==> src/vns_pkg.sv <==
// shared constants, codes and types of the nearest seed table
`timescale 1ns / 1ps
`default_nettype none
package vns_pkg;

	// table geometry
	localparam int MAX_SEEDS  = 64;
	localparam int COORD_BITS = 12;

	localparam int IDX_W   = (MAX_SEEDS > 1) ? $clog2(MAX_SEEDS) : 1;
	localparam int CNT_W   = $clog2(MAX_SEEDS + 1);
	localparam int DIST_W  = 2 * COORD_BITS + 1;
	localparam int SQ_W    = 2 * COORD_BITS;
	localparam int COORD_MASK = (1 << COORD_BITS) - 1;

	// port field widths
	localparam int MODE_W   = 2;
	localparam int POS_W    = 12;
	localparam int COLOUR_W = 32;
	localparam int VEL_W    = 4;
	localparam int OIDX_W   = 6;
	localparam int ODIST_W  = 25;
	localparam int TOTAL_W  = 7;
	localparam int STATUS_W = 2;

	// configuration port
	localparam int CFG_IDX_W  = 2;
	localparam int CFG_DATA_W = 13;
	localparam int FRAME_W    = 13;
	localparam int LIMIT_W    = 7;
	localparam int CMP_W      = ((CNT_W > LIMIT_W) ? CNT_W : LIMIT_W) + 1;

	localparam logic [FRAME_W-1:0] FRAME_W_RST = FRAME_W'(640);
	localparam logic [FRAME_W-1:0] FRAME_H_RST = FRAME_W'(480);
	localparam logic [LIMIT_W-1:0] LIMIT_RST   = LIMIT_W'(64);

	localparam logic signed [VEL_W-1:0] VEL_MIN = 4'sb1000;
	localparam logic signed [VEL_W-1:0] VEL_MAX = 4'sb0111;

	typedef enum logic [CFG_IDX_W-1:0] {
		REG_FRAME_WIDTH  = 2'd0,
		REG_FRAME_HEIGHT = 2'd1,
		REG_SEED_LIMIT   = 2'd2
	} reg_idx_t;

	typedef enum logic [MODE_W-1:0] {
		MODE_CLEAR    = 2'd0,
		MODE_ADD      = 2'd1,
		MODE_CLASSIFY = 2'd2,
		MODE_MOVE     = 2'd3
	} mode_t;

	typedef enum logic [STATUS_W-1:0] {
		STAT_OK      = 2'd0,
		STAT_FULL    = 2'd1,
		STAT_NOSEEDS = 2'd2
	} status_t;

	// one table entry as stored in memory
	typedef struct packed {
		logic [COLOUR_W-1:0]        colour;
		logic signed [VEL_W-1:0]    vx;
		logic signed [VEL_W-1:0]    vy;
		logic [COORD_BITS-1:0]      x;
		logic [COORD_BITS-1:0]      y;
	} seed_t;

	// valid flag and index of an entry read back from memory
	typedef struct packed {
		logic             valid;
		logic [IDX_W-1:0] idx;
	} probe_t;

	// running nearest seed
	typedef struct packed {
		logic [COLOUR_W-1:0] colour;
		logic [IDX_W-1:0]    idx;
		logic [DIST_W-1:0]   sqd;
	} best_t;

endpackage
`default_nettype wire

==> src/vns_if.sv <==
// valid/ready channel interfaces for items and results
`timescale 1ns / 1ps
`default_nettype none
interface vns_req_if import vns_pkg::*; ();
	logic                       valid;
	logic                       ready;
	logic [MODE_W-1:0]          mode;
	logic [POS_W-1:0]           pos_x;
	logic [POS_W-1:0]           pos_y;
	logic [COLOUR_W-1:0]        seed_colour;
	logic signed [VEL_W-1:0]    step_x;
	logic signed [VEL_W-1:0]    step_y;

	modport source (output valid, mode, pos_x, pos_y, seed_colour, step_x, step_y,
		input ready);
	modport sink (input valid, mode, pos_x, pos_y, seed_colour, step_x, step_y,
		output ready);
endinterface

interface vns_rsp_if import vns_pkg::*; ();
	logic                  valid;
	logic                  ready;
	logic [COLOUR_W-1:0]   pixel_colour;
	logic [OIDX_W-1:0]     nearest_index;
	logic [ODIST_W-1:0]    nearest_distance;
	logic [TOTAL_W-1:0]    seed_total;
	logic [STATUS_W-1:0]   status;

	modport source (output valid, pixel_colour, nearest_index, nearest_distance,
		seed_total, status, input ready);
	modport sink (input valid, pixel_colour, nearest_index, nearest_distance,
		seed_total, status, output ready);
endinterface
`default_nettype wire

==> src/vns_ram.sv <==
// generic simple dual port ram, registered read
`timescale 1ns / 1ps
`default_nettype none
module vns_ram #(
	parameter int WIDTH = 8,
	parameter int DEPTH = 16,
	localparam int AW = (DEPTH > 1) ? $clog2(DEPTH) : 1
) (
	input  wire logic             clk,
	input  wire logic             we,
	input  wire logic [AW-1:0]    waddr,
	input  wire logic [WIDTH-1:0] wdata,
	input  wire logic [AW-1:0]    raddr,
	output logic [WIDTH-1:0]      rdata
);
	logic [WIDTH-1:0] mem [DEPTH];

	always_ff @(posedge clk) begin
		if (we) begin
			mem[waddr] <= wdata;
		end
		rdata <= mem[raddr];
	end
endmodule
`default_nettype wire

==> src/vns_move.sv <==
// one seed step with bounce on both axes
`timescale 1ns / 1ps
`default_nettype none
module vns_move import vns_pkg::*; (
	input  wire seed_t              cur,
	input  wire logic [FRAME_W-1:0] frame_w,
	input  wire logic [FRAME_W-1:0] frame_h,
	output seed_t                   nxt
);
	localparam int NXT_W = ((COORD_BITS > FRAME_W) ? COORD_BITS : FRAME_W) + 2;

	logic signed [NXT_W-1:0] sum_x, sum_y;
	logic                    hit_x, hit_y;

	always_comb begin
		sum_x = $signed(NXT_W'(cur.x)) + NXT_W'(cur.vx);
		sum_y = $signed(NXT_W'(cur.y)) + NXT_W'(cur.vy);
		// leaving below zero, past the frame or past the coordinate range
		hit_x = sum_x[NXT_W-1] || ($unsigned(sum_x) >= NXT_W'(frame_w))
			|| ($unsigned(sum_x) > NXT_W'(COORD_MASK));
		hit_y = sum_y[NXT_W-1] || ($unsigned(sum_y) >= NXT_W'(frame_h))
			|| ($unsigned(sum_y) > NXT_W'(COORD_MASK));

		nxt        = cur;
		if (hit_x) begin
			nxt.vx = (cur.vx == VEL_MIN) ? VEL_MAX : -cur.vx;
		end else begin
			nxt.x  = COORD_BITS'(sum_x);
		end
		if (hit_y) begin
			nxt.vy = (cur.vy == VEL_MIN) ? VEL_MAX : -cur.vy;
		end else begin
			nxt.y  = COORD_BITS'(sum_y);
		end
	end
endmodule
`default_nettype wire

==> src/vns_dist.sv <==
// squared distance pipe and running nearest seed
`timescale 1ns / 1ps
`default_nettype none
module vns_dist import vns_pkg::*; (
	input  wire logic                  clk,
	input  wire logic                  arst_n,
	input  wire probe_t                probe,
	input  wire seed_t                 entry,
	input  wire logic [COORD_BITS-1:0] px,
	input  wire logic [COORD_BITS-1:0] py,
	output logic                       busy,
	output best_t                      best
);
	logic [COORD_BITS-1:0] dx, dy;
	logic                  valid_s2;
	logic [IDX_W-1:0]      idx_s2;
	logic [COLOUR_W-1:0]   colour_s2;
	logic [SQ_W-1:0]       sqx_s2, sqy_s2;
	logic [DIST_W-1:0]     sum_sq;
	best_t                 best_q;

	always_comb begin
		dx = (px > entry.x) ? (px - entry.x) : (entry.x - px);
		dy = (py > entry.y) ? (py - entry.y) : (entry.y - py);
	end

	always_ff @(posedge clk or negedge arst_n) begin
		if (!arst_n) begin
			valid_s2 <= 1'b0;
		end else begin
			valid_s2 <= probe.valid;
		end
	end

	always_ff @(posedge clk) begin
		idx_s2    <= probe.idx;
		colour_s2 <= entry.colour;
		sqx_s2    <= SQ_W'(dx) * SQ_W'(dx);
		sqy_s2    <= SQ_W'(dy) * SQ_W'(dy);
	end

	assign sum_sq = DIST_W'(sqx_s2) + DIST_W'(sqy_s2);

	// strict less-than keeps the lowest index on ties
	always_ff @(posedge clk) begin
		if (valid_s2 && ((idx_s2 == '0) || (sum_sq < best_q.sqd))) begin
			best_q.sqd    <= sum_sq;
			best_q.idx    <= idx_s2;
			best_q.colour <= colour_s2;
		end
	end

	assign busy = valid_s2;
	assign best = best_q;
endmodule
`default_nettype wire

==> src/voronoi_nearest_seed_table.sv <==
// top level of the nearest seed table
`timescale 1ns / 1ps
`default_nettype none
// nearest seed table
// items arrive on req (valid/ready), one result per item leaves on rsp.
// a transfer happens when valid and ready are both high at a rising edge.
// configuration: cfg_we with cfg_index and cfg_data writes frame width (0),
// frame height (1) and seed limit (2); write only while the block is idle.
// seeds live in one 64-bit wide memory, one entry per seed, read one per cycle.
// clear, add and an empty table go straight to the done state, which loads
// the result into the output register. classify walks all N stored seeds,
// one memory read per cycle, through a two-stage distance pipe. move reads,
// steps and writes back one seed per cycle.
// one item is in work at a time; req.ready is high only while idle, which
// starts at the edge that loads the result into the output register.
// the result sits in an output register, so the next item is taken while the
// receiver stalls; a finished result waits in the done state until the
// output register frees up.
// reset clears the seed count and restores the frame and limit registers;
// memory contents are undefined until written and need no clearing pass.
module voronoi_nearest_seed_table import vns_pkg::*; (
	input  wire logic                  clk,
	input  wire logic                  arst_n,
	input  wire logic                  cfg_we,
	input  wire logic [CFG_IDX_W-1:0]  cfg_index,
	input  wire logic [CFG_DATA_W-1:0] cfg_data,
	vns_req_if.sink                    req,
	vns_rsp_if.source                  rsp
);
	typedef enum logic [2:0] {
		ST_IDLE = 3'b001,
		ST_RUN  = 3'b010,
		ST_DONE = 3'b100
	} state_t;

	state_t state_q;

	// configuration
	logic [FRAME_W-1:0] frame_w_q, frame_h_q;
	logic [LIMIT_W-1:0] limit_q;

	// item control
	logic [CNT_W-1:0]      cnt_q;
	logic [CNT_W-1:0]      rd_q;
	logic                  cls_q;
	logic                  mv_q;
	status_t               status_q;
	logic [COORD_BITS-1:0] px_q, py_q;
	logic                  s1_valid_q;
	logic [IDX_W-1:0]      idx_s1;

	// output register
	logic                  out_valid_q;
	logic [COLOUR_W-1:0]   out_colour_q;
	logic [OIDX_W-1:0]     out_idx_q;
	logic [ODIST_W-1:0]    out_dist_q;
	logic [TOTAL_W-1:0]    out_total_q;
	logic [STATUS_W-1:0]   out_status_q;

	logic       accept, full, issue, done, out_free, dist_busy;
	seed_t      rd_entry, mv_entry, add_entry, wr_entry;
	logic       wr_en;
	logic [IDX_W-1:0] wr_addr;
	probe_t     probe;
	best_t      best;

	assign accept   = req.valid && req.ready;
	assign req.ready = (state_q == ST_IDLE);
	assign out_free = !out_valid_q || rsp.ready;

	// the table holds at most the smaller of the limit register and its depth
	assign full = (CMP_W'(cnt_q) >= CMP_W'(MAX_SEEDS)) || (CMP_W'(cnt_q) >= CMP_W'(limit_q));

	assign issue = (state_q == ST_RUN) && (rd_q != cnt_q);
	assign done  = (state_q == ST_RUN) && !issue && !s1_valid_q && !dist_busy;

	// configuration writes
	always_ff @(posedge clk or negedge arst_n) begin
		if (!arst_n) begin
			frame_w_q <= FRAME_W_RST;
			frame_h_q <= FRAME_H_RST;
			limit_q   <= LIMIT_RST;
		end else if (cfg_we) begin
			unique case (cfg_index)
				REG_FRAME_WIDTH:  frame_w_q <= FRAME_W'(cfg_data);
				REG_FRAME_HEIGHT: frame_h_q <= FRAME_W'(cfg_data);
				REG_SEED_LIMIT:   limit_q   <= LIMIT_W'(cfg_data);
				default: ;
			endcase
		end
	end

	// new entry from the item payload
	always_comb begin
		add_entry.colour = req.seed_colour;
		add_entry.vx     = req.step_x;
		add_entry.vy     = req.step_y;
		add_entry.x      = COORD_BITS'(req.pos_x);
		add_entry.y      = COORD_BITS'(req.pos_y);
	end

	// add writes at the transfer edge, move writes back the entry read last cycle
	always_comb begin
		if (state_q == ST_RUN) begin
			wr_en    = mv_q && s1_valid_q;
			wr_addr  = idx_s1;
			wr_entry = mv_entry;
		end else begin
			wr_en    = accept && (req.mode == MODE_ADD) && !full;
			wr_addr  = cnt_q[IDX_W-1:0];
			wr_entry = add_entry;
		end
	end

	vns_ram #(
		.WIDTH ($bits(seed_t)),
		.DEPTH (MAX_SEEDS)
	) u_seed_ram (
		.clk   (clk),
		.we    (wr_en),
		.waddr (wr_addr),
		.wdata (wr_entry),
		.raddr (rd_q[IDX_W-1:0]),
		.rdata (rd_entry)
	);

	vns_move u_move (
		.cur     (rd_entry),
		.frame_w (frame_w_q),
		.frame_h (frame_h_q),
		.nxt     (mv_entry)
	);

	assign probe.valid = s1_valid_q && cls_q;
	assign probe.idx   = idx_s1;

	vns_dist u_dist (
		.clk    (clk),
		.arst_n (arst_n),
		.probe  (probe),
		.entry  (rd_entry),
		.px     (px_q),
		.py     (py_q),
		.busy   (dist_busy),
		.best   (best)
	);

	// sequencer
	always_ff @(posedge clk or negedge arst_n) begin
		if (!arst_n) begin
			state_q    <= ST_IDLE;
			cnt_q      <= '0;
			rd_q       <= '0;
			cls_q      <= 1'b0;
			mv_q       <= 1'b0;
			status_q   <= STAT_OK;
			s1_valid_q <= 1'b0;
		end else begin
			s1_valid_q <= issue;
			unique case (state_q)
				ST_IDLE: begin
					if (accept) begin
						cls_q    <= 1'b0;
						mv_q     <= 1'b0;
						status_q <= STAT_OK;
						state_q  <= ST_DONE;
						unique case (req.mode)
							MODE_CLEAR: begin
								cnt_q <= '0;
							end
							MODE_ADD: begin
								if (full) begin
									status_q <= STAT_FULL;
								end else begin
									cnt_q <= cnt_q + 1'b1;
								end
							end
							MODE_CLASSIFY, MODE_MOVE: begin
								if (cnt_q == '0) begin
									status_q <= STAT_NOSEEDS;
								end else begin
									cls_q   <= (req.mode == MODE_CLASSIFY);
									mv_q    <= (req.mode == MODE_MOVE);
									rd_q    <= '0;
									state_q <= ST_RUN;
								end
							end
							default: ;
						endcase
					end
				end
				ST_RUN: begin
					if (issue) begin
						rd_q <= rd_q + 1'b1;
					end
					if (done) begin
						state_q <= ST_DONE;
					end
				end
				ST_DONE: begin
					if (out_free) begin
						state_q <= ST_IDLE;
					end
				end
				default: state_q <= ST_IDLE;
			endcase
		end
	end

	// pixel and index of the current read
	always_ff @(posedge clk) begin
		idx_s1 <= rd_q[IDX_W-1:0];
		if (accept) begin
			px_q <= COORD_BITS'(req.pos_x);
			py_q <= COORD_BITS'(req.pos_y);
		end
	end

	// output register
	always_ff @(posedge clk or negedge arst_n) begin
		if (!arst_n) begin
			out_valid_q <= 1'b0;
		end else if ((state_q == ST_DONE) && out_free) begin
			out_valid_q <= 1'b1;
		end else if (rsp.ready) begin
			out_valid_q <= 1'b0;
		end
	end

	always_ff @(posedge clk) begin
		if ((state_q == ST_DONE) && out_free) begin
			out_colour_q <= cls_q ? best.colour : '0;
			out_idx_q    <= cls_q ? OIDX_W'(best.idx) : '0;
			out_dist_q   <= cls_q ? ODIST_W'(best.sqd) : '0;
			out_total_q  <= TOTAL_W'(cnt_q);
			out_status_q <= status_q;
		end
	end

	assign rsp.valid            = out_valid_q;
	assign rsp.pixel_colour     = out_colour_q;
	assign rsp.nearest_index    = out_idx_q;
	assign rsp.nearest_distance = out_dist_q;
	assign rsp.seed_total       = out_total_q;
	assign rsp.status           = out_status_q;
endmodule
`default_nettype wire
==> src/flat_wrapper.sv <==
// flat-port wrapper written by rule: the top's interface ports become plain ports
module voronoi_nearest_seed_table_flat import vns_pkg::*;
  (clk, arst_n, cfg_we, cfg_index, cfg_data, req_valid, req_mode, req_pos_x, req_pos_y, req_seed_colour, req_step_x, req_step_y, req_ready, rsp_valid, rsp_pixel_colour, rsp_nearest_index, rsp_nearest_distance, rsp_seed_total, rsp_status, rsp_ready);
  vns_req_if req_i ();
  vns_rsp_if rsp_i ();
  input  wire logic clk;
  input  wire logic arst_n;
  input  wire logic cfg_we;
  input  wire logic [CFG_IDX_W-1:0] cfg_index;
  input  wire logic [CFG_DATA_W-1:0] cfg_data;
  input wire logic [$bits(req_i.valid)-1:0] req_valid;
  input wire logic [$bits(req_i.mode)-1:0] req_mode;
  input wire logic [$bits(req_i.pos_x)-1:0] req_pos_x;
  input wire logic [$bits(req_i.pos_y)-1:0] req_pos_y;
  input wire logic [$bits(req_i.seed_colour)-1:0] req_seed_colour;
  input wire logic [$bits(req_i.step_x)-1:0] req_step_x;
  input wire logic [$bits(req_i.step_y)-1:0] req_step_y;
  output wire logic [$bits(req_i.ready)-1:0] req_ready;
  output wire logic [$bits(rsp_i.valid)-1:0] rsp_valid;
  output wire logic [$bits(rsp_i.pixel_colour)-1:0] rsp_pixel_colour;
  output wire logic [$bits(rsp_i.nearest_index)-1:0] rsp_nearest_index;
  output wire logic [$bits(rsp_i.nearest_distance)-1:0] rsp_nearest_distance;
  output wire logic [$bits(rsp_i.seed_total)-1:0] rsp_seed_total;
  output wire logic [$bits(rsp_i.status)-1:0] rsp_status;
  input wire logic [$bits(rsp_i.ready)-1:0] rsp_ready;
  assign req_i.valid = req_valid;
  assign req_i.mode = req_mode;
  assign req_i.pos_x = req_pos_x;
  assign req_i.pos_y = req_pos_y;
  assign req_i.seed_colour = req_seed_colour;
  assign req_i.step_x = req_step_x;
  assign req_i.step_y = req_step_y;
  assign req_ready = req_i.ready;
  assign rsp_valid = rsp_i.valid;
  assign rsp_pixel_colour = rsp_i.pixel_colour;
  assign rsp_nearest_index = rsp_i.nearest_index;
  assign rsp_nearest_distance = rsp_i.nearest_distance;
  assign rsp_seed_total = rsp_i.seed_total;
  assign rsp_status = rsp_i.status;
  assign rsp_i.ready = rsp_ready;
  voronoi_nearest_seed_table u_core (.clk(clk), .arst_n(arst_n), .cfg_we(cfg_we), .cfg_index(cfg_index), .cfg_data(cfg_data), .req(req_i), .rsp(rsp_i));
endmodule
==> config.mk <==
export PLATFORM = sky130hd
export DESIGN_NAME = voronoi_nearest_seed_table_flat
export DESIGN_NICKNAME = d
export VERILOG_FILES = /design/src/vns_pkg.sv /design/src/vns_if.sv /design/src/vns_ram.sv /design/src/vns_move.sv /design/src/vns_dist.sv /design/src/voronoi_nearest_seed_table.sv /design/src/flat_wrapper.sv
export SDC_FILE = /design/constraint.sdc
export NUM_CORES = 2
export LEC_CHECK = 0
export ABC_AREA = 1
export BUFFER_PORTS_ARGS = -buffer_cell sky130_fd_sc_hd__buf_2
export CAP_MARGIN = 40
export CORE_MARGIN = 3
export CORE_UTILIZATION = 30
export CTS_CLUSTER_DIAMETER = 80
export DETAILED_ROUTE_END_ITERATION = 7
export PLACE_DENSITY = 0.42
export REMOVE_ABC_BUFFERS = 1
export SYNTH_ARGS = -nofsm -noshare
export SYNTH_HDL_FRONTEND = slang
export SYNTH_SLANG_ARGS = --single-unit
==> constraint.sdc <==
create_clock -name clk -period 6.8 [get_ports clk]
set_input_delay 0.34 -clock clk [delete_from_list [all_inputs] [get_ports clk]]
set_output_delay 0.34 -clock clk [all_outputs]
set_load 0.02 [all_outputs]
Word level (Yosys, flattened, before mapping)
Memory sizes are Yosys's and may differ from the RTL's. A register that Yosys moved wholly into a read port is not among the register bits.
Index checks and enable logic that the tools add are counted.
{"block": "word_totals", "n_memories": 1, "input_bits": 86, "word_cells": 141, "register_bits": 308, "mem_bits_rw": 4096}
{"memory": "u_core.u_seed_ram.mem", "depth": 64, "width": 64, "read_ports": 1, "rd_clocked_by_memory_dff": 1, "wr": 1, "line_no": "vns_ram.sv:16", "text": "logic [WIDTH-1:0] mem [DEPTH];"}
{"block": "classes", "eq_ne": 18, "magnitude_cmp": 9, "mux": 35, "n_reduce_logical": 38, "addsub": 11, "n_mul": 2}
{"op": "two-way mux 64 bit", "n": 1}
{"op": "multiplier 12 x 12 -> 24 bit", "n": 2}
{"op": "two-way mux 12 bit", "n": 4}
{"op": "subtractor 12 bit", "n": 4}
{"op": "two-way mux 7 bit", "n": 5}
{"op": "greater-or-equal comparator 15 x 13 -> 1 bit", "n": 2}
{"op": "> comparator 15 x 12 -> 1 bit, second input constant", "n": 2}
{"op": "adder 13 x 4 -> 14 bit", "n": 2}
{"op": "case mux 7 bit (2 select lines)", "n": 2}
{"op": "adder 24 x 24 -> 25 bit", "n": 1}
{"op": "< comparator 25 bit", "n": 1}
{"op": "> comparator 12 bit", "n": 2}
{"op": "two-way mux 4 bit", "n": 4}
{"op": "two-way mux 3 bit", "n": 5}
{"op": "adder 7 x 1 -> 7 bit, second input constant", "n": 2}
{"op": "logical AND 1 bit", "n": 11}
{"op": "two-way mux 1 bit", "n": 10}
{"op": "case mux 3 bit (3 select lines)", "n": 1}
{"op": "equality test 4 bit, second input constant", "n": 2}
{"op": "inequality test 2 bit, second input constant", "n": 4}
{"op": "negator 4 bit", "n": 2}
{"op": "AND reduction 2 bit", "n": 4}
{"op": "greater-or-equal comparator 7 bit", "n": 1}
{"op": "greater-or-equal comparator 7 bit, second input constant", "n": 1}
{"op": "20 further kinds", "n": 38}

Longest topological paths before layout
{"block": "logic_depth", "word_depth": 8, "ltp_mapped": 37, "mapped_depth_nobuf": 36}

By module
Synthesis repeated with hierarchy kept, for this count alone.
{"block": "hier_totals", "cells_unflattened": 16801, "area_unflattened_um2": 192245.6}
{"mod": "vns_ram", "seq_area_each_um2": 124279.2, "area_each_um2": 165306.0, "instances": 1, "cells_each": 13405}
{"mod": "vns_dist", "seq_area_each_um2": 3598.5, "area_each_um2": 16797.4, "instances": 1, "cells_each": 2089}
{"mod": "voronoi_nearest_seed_table", "seq_area_each_um2": 4414.2, "area_each_um2": 7241.9, "instances": 1, "cells_each": 827}
{"mod": "vns_move", "seq_area_each_um2": 0.0, "area_each_um2": 2900.3, "instances": 1, "cells_each": 480}

Worst setup path after synthesis
No wires, ideal clock.
{"block": "synth_path", "path_kind": "register -> register", "startpoint": "register u_core.py_q[0]", "endpoint": "register u_core.u_dist.sqy_s2[18]", "t_arrival_ns": 6.027, "slack_ns": 0.702, "synth_period_minus_slack_ns": 6.098, "path_stages_with_launch": 31, "setup_time_ns": 0.072, "path_buffers": 1, "cell_sequence": "edfxtp_1 inv_1 ha_1 fa_1 o21ai_2 nand3_1 nand4_1 nand2_2 buf_6 o21ai_0 nand2_1 inv_1 nand2_1 fa_1 inv_1 fa_1 inv_1 fa_1 inv_1 fa_1 inv_1 fa_1 inv_1 ha_1 nand2_1 inv_1 nand2_1 o21ai_0 a21oi_1 o21ai_0 xor2_1"}
{"block": "synth_between", "elab_chain_len": 3, "word_cells_on_any_way": 5, "classes_between": "2 x add/sub; 1 x mul; 1 x order compare; 1 x mux"}
{"element": "from (decl)", "line_no": "voronoi_nearest_seed_table.sv:48", "text": "logic [COORD_BITS-1:0] px_q, py_q;"}
{"element": "from (signal assigned)", "line_no": "voronoi_nearest_seed_table.sv:215", "text": "py_q <= COORD_BITS'(req.pos_y);"}
{"element": "subtractor 12 bit / > comparator 12 bit (equally long branches)", "line_no": "vns_dist.sv:24", "text": "dy = (py > entry.y) ? (py - entry.y) : (entry.y - py);"}
{"element": "two-way mux 12 bit *", "line_no": "vns_dist.sv:24"}
{"element": "multiplier 12 x 12 -> 24 bit *", "line_no": "vns_dist.sv:39", "text": "sqy_s2 <= SQ_W'(dy) * SQ_W'(dy);"}
{"element": "to (signal assigned)", "line_no": "vns_dist.sv:39"}
{"element": "to (decl)", "line_no": "vns_dist.sv:18", "text": "logic [SQ_W-1:0] sqx_s2, sqy_s2;"}
Mark *: on every way between the ends. The rest lies on a longest branch, timed or not.
A chain may end at the register's enable or synchronous reset.

Final worst setup path
{"block": "layout_path", "startpoint": "register u_core.py_q[0]", "endpoint": "register u_core.u_dist.sqy_s2[16]"}
Same word-level chain as after synthesis.

==> reports/results.ini <==
[synthesis]
synth_edf_count=4255
syn_avg_cell_area_um2=12.6
syn-cell-area_mm2=0.185
ys_seq_elements=4466
syn_inst=14700
ys_types=57
synth_flop_cell=edfxtp_1
async_flop_share_pct=1.28
ys_warn_count=0
seq_area_frac_synth_pct=71.4

[clock_network]
clkTransAtPathRegs_ns=0.06
clock_latency_ns=1.06
cts_tree=done
h-tree-depth=6
clock_sinks=4466
root_buffer=clkbuf_16
cts_max_path_buffers=4
cts_buffers=530

[min_path]
hold_path_class=in2reg
holdPathStages=4
hold_path_end=u_core.u_seed_ram.mem[9][56]$_DFFE_PP_
hold_start=req_seed_colour[24]

[critical_path]
criticalPathCategory=reg2reg
reg2reg_from=u_core.py_q[0]$_DFFE_PP_
crit_path_end_kind=register
reg2regPathDepth=30
start_kind=register
cpMostUsedCell=inv_1
slowest_stage=fa_1
critPathArrivalTime_ns=7.29
timing.rr.end=u_core.u_dist.sqy_s2[16]$_DFF_P_
cp.required_ns=7.70
path_max_fanout=8
cpPeakStageDelay_ns=0.55
ff2ff_setup_slack_ns=0.41

[die]
row_count=288
initial_utilization_pct=30.1
fp.dieH_um=792
fp.dieW_um=792
core-area_mm2=0.615
pin_count=160
dieArea_mm2=0.627

[route]
post_drt_via_cell_ratio=5.24
wirelength_mm=686
drtIter0Drc=12800
post-route-drc-count=0
vias=123000
firstDrtPassIters=5
ant_nets=0
post_drt_wl_per_cell_um=29.1

[layout]
finish.net_count=15500
fin_area_mm2=0.216
stdcell_count=23500
multi_input_area_mm2=0.0473
nFillCells=60200
layout_common_cells=edfxtp_1, nor2_1, o21ai_0, nand2_1, nand3_1
drive_gt1_share_pct=9.93
regArea_mm2=0.132
syn_to_final_growth_pct=16.6
final_common_cell=edfxtp_1
final_core_util_pct=35.1

[job]
maxCapViolCount=0

[power_and_ir_drop]
power_leakage_nw=66.7
power_density_mw_per_mm2=267
irDropWorstVdd_uv=283

[sta]
fin_setup_tns_ns=0
setup_viol=0
max_freq_mhz=157
maxSlewHeadroom_pct=25.7
period_share_pct=93.9
slew_violations=0
rsz0062_at_grt=no
hold_viol=0
worstMarginPinSlew_ns=1.11
finClkSkew_ns=0.0567
period_minus_slack_ns=6.39

[global_route]
grt_max_degree=188
antenna_found_initial=40
grt_pass1_wl_mm=953
grt_pass1_vias=118000
grt_overflow=0
track_usage_pct=21.1

[placed_design]
dp_cells=22500
dp.final_hpwl_mm=367
place.gp.congestion=0.803
io_buffers=159
place_area_mm2=0.199

[run_status]
status=completed

registers in the layout, summed over array words and instances, names as in the netlist, 12 cells and up:
name                         cells
u_core.u_dist.sqx_s2            23
u_core.frame_w_q                13
u_core.u_dist.colour_s2         32
u_core.rsp.pixel_colour         32
u_core.u_seed_ram.rdata         64
u_core.py_q                     12
u_core.px_q                     12
u_core.frame_h_q                13
u_core.u_dist.sqy_s2            23
u_core.u_dist.best              63
u_core.u_seed_ram.mem         4096
u_core.rsp.nearest_distance     25
metrics by stage:
step / setup slack (ns) / power (mW) / hold slack [ns]
after floorplan: -96.44 / 30.6 / 0.0444
after global placement: 0.127 / 30.9 / 0.298
after detailed placement: 0.123 / 30.9 / 0.306
after CTS: 0.0480 / 58.4 / 0.00413
after global routing: 0.00304 / 59.5 / 0.0594
final: 0.415 / 57.8 / 0.0784
where the power goes:
part / switching [mW] / internal, mW
Sequential: 0.0259 / 29.9
Combinational: 0.318 / 0.133
Clock: 11.8 / 15.6
worst max path at each step:
stage	from	to	slack [ns]
after floorplan	u_core.rd_q[0]$_DFFE_PN0P_	u_core.u_seed_ram.rdata[21]$_DFF_P_	-96.44
after global placement	u_core.u_seed_ram.rdata[5]$_DFF_P_	u_core.u_dist.sqy_s2[18]$_DFF_P_	0.13
after detailed placement	u_core.u_seed_ram.rdata[1]$_DFF_P_	u_core.u_dist.sqy_s2[18]$_DFF_P_	0.12
after CTS	u_core.u_seed_ram.rdata[1]$_DFF_P_	u_core.u_dist.sqy_s2[18]$_DFF_P_	0.05
after global routing	u_core.py_q[3]$_DFFE_PP_	u_core.u_dist.sqy_s2[23]$_DFF_P_	0.003
final	u_core.py_q[0]$_DFFE_PP_	u_core.u_dist.sqy_s2[16]$_DFF_P_	0.41
cells by family (layout without fill, tap and decap cells):
group,Yosys count,after routing,share of synthesized area (%)
and+or+nand+nor,4473,4473,9.76
buffers and inverters,1574,2281,3.47
xor gates and xnor gates,122,122,0.587
DFF,4466,4466,71.4
AOI/OAI and AO/OA,3620,3620,11.2
other,0,9,0
adders and majority gates,432,432,3.57
timing repair:
item | 4_1_cts | 5_1_grt
buffers inserted | 0 | 3
gates resized for setup | 0 | 40
hold endpoints to repair | 1379 | 0
setup endpoints to repair | 0 | 19
hold buffers | 92 | 0
layer usage:
metal | vias to the layer above | track usage, % | wire, um
met5 | - | 0 | 36
met3 | 751 | 2.47 | 36700
met4 | 8 | 4.56 | 14500
met1 | 64500 | 30.5 | 314000
li1 | 54400 | - | -
met2 | 3719 | 34.3 | 320000
critical path: cells and delay by family (launching register included):
| family | cells | cell delay (ns) |
|---|---|---|
| XOR/XNOR | 1 | 0.16 |
| buffers and inverters | 9 | 0.67 |
| AND/OR/NAND/NOR | 7 | 0.72 |
| AO/OA/AOI/OAI | 5 | 0.83 |
| flip-flops | 1 | 0.35 |
| adder cells (fa/ha/maj) | 8 | 3.51 |
synthesized netlist by cell type (130+ instances only):
library cell | n | area share [%]
edfxtp_1 | 4255 | 69
nor2_1 | 2396 | 4.9
o21ai_0 | 2164 | 5.8
nand2_1 | 1269 | 2.6
nand3_1 | 639 | 1.7
inv_1 | 630 | 1.3
o22ai_1 | 600 | 2.0
clkbuf_1 | 591 | 1.2
o221ai_1 | 388 | 1.8
ha_1 | 270 | 1.8
a21oi_1 | 264 | 0.71
buf_2 | 253 | 0.68
fa_1 | 162 | 1.7
dfxtp_1 | 154 | 1.7
o211ai_1 | 130 | 0.53
final cells by class:
cell class,instances,share of cell area (%)
Inverter,649,1.16
Sequential cell,4466,61.2
Timing Repair Buffer,691,3.36
Tap cell,8120,4.70
Multi-Input combinational cell,8647,21.9
Clock buffer,694,6.56
Antenna cell,9,0.0104
Clock inverter,247,1.12
No activity file was read; power rests on OpenSTA's default activity.
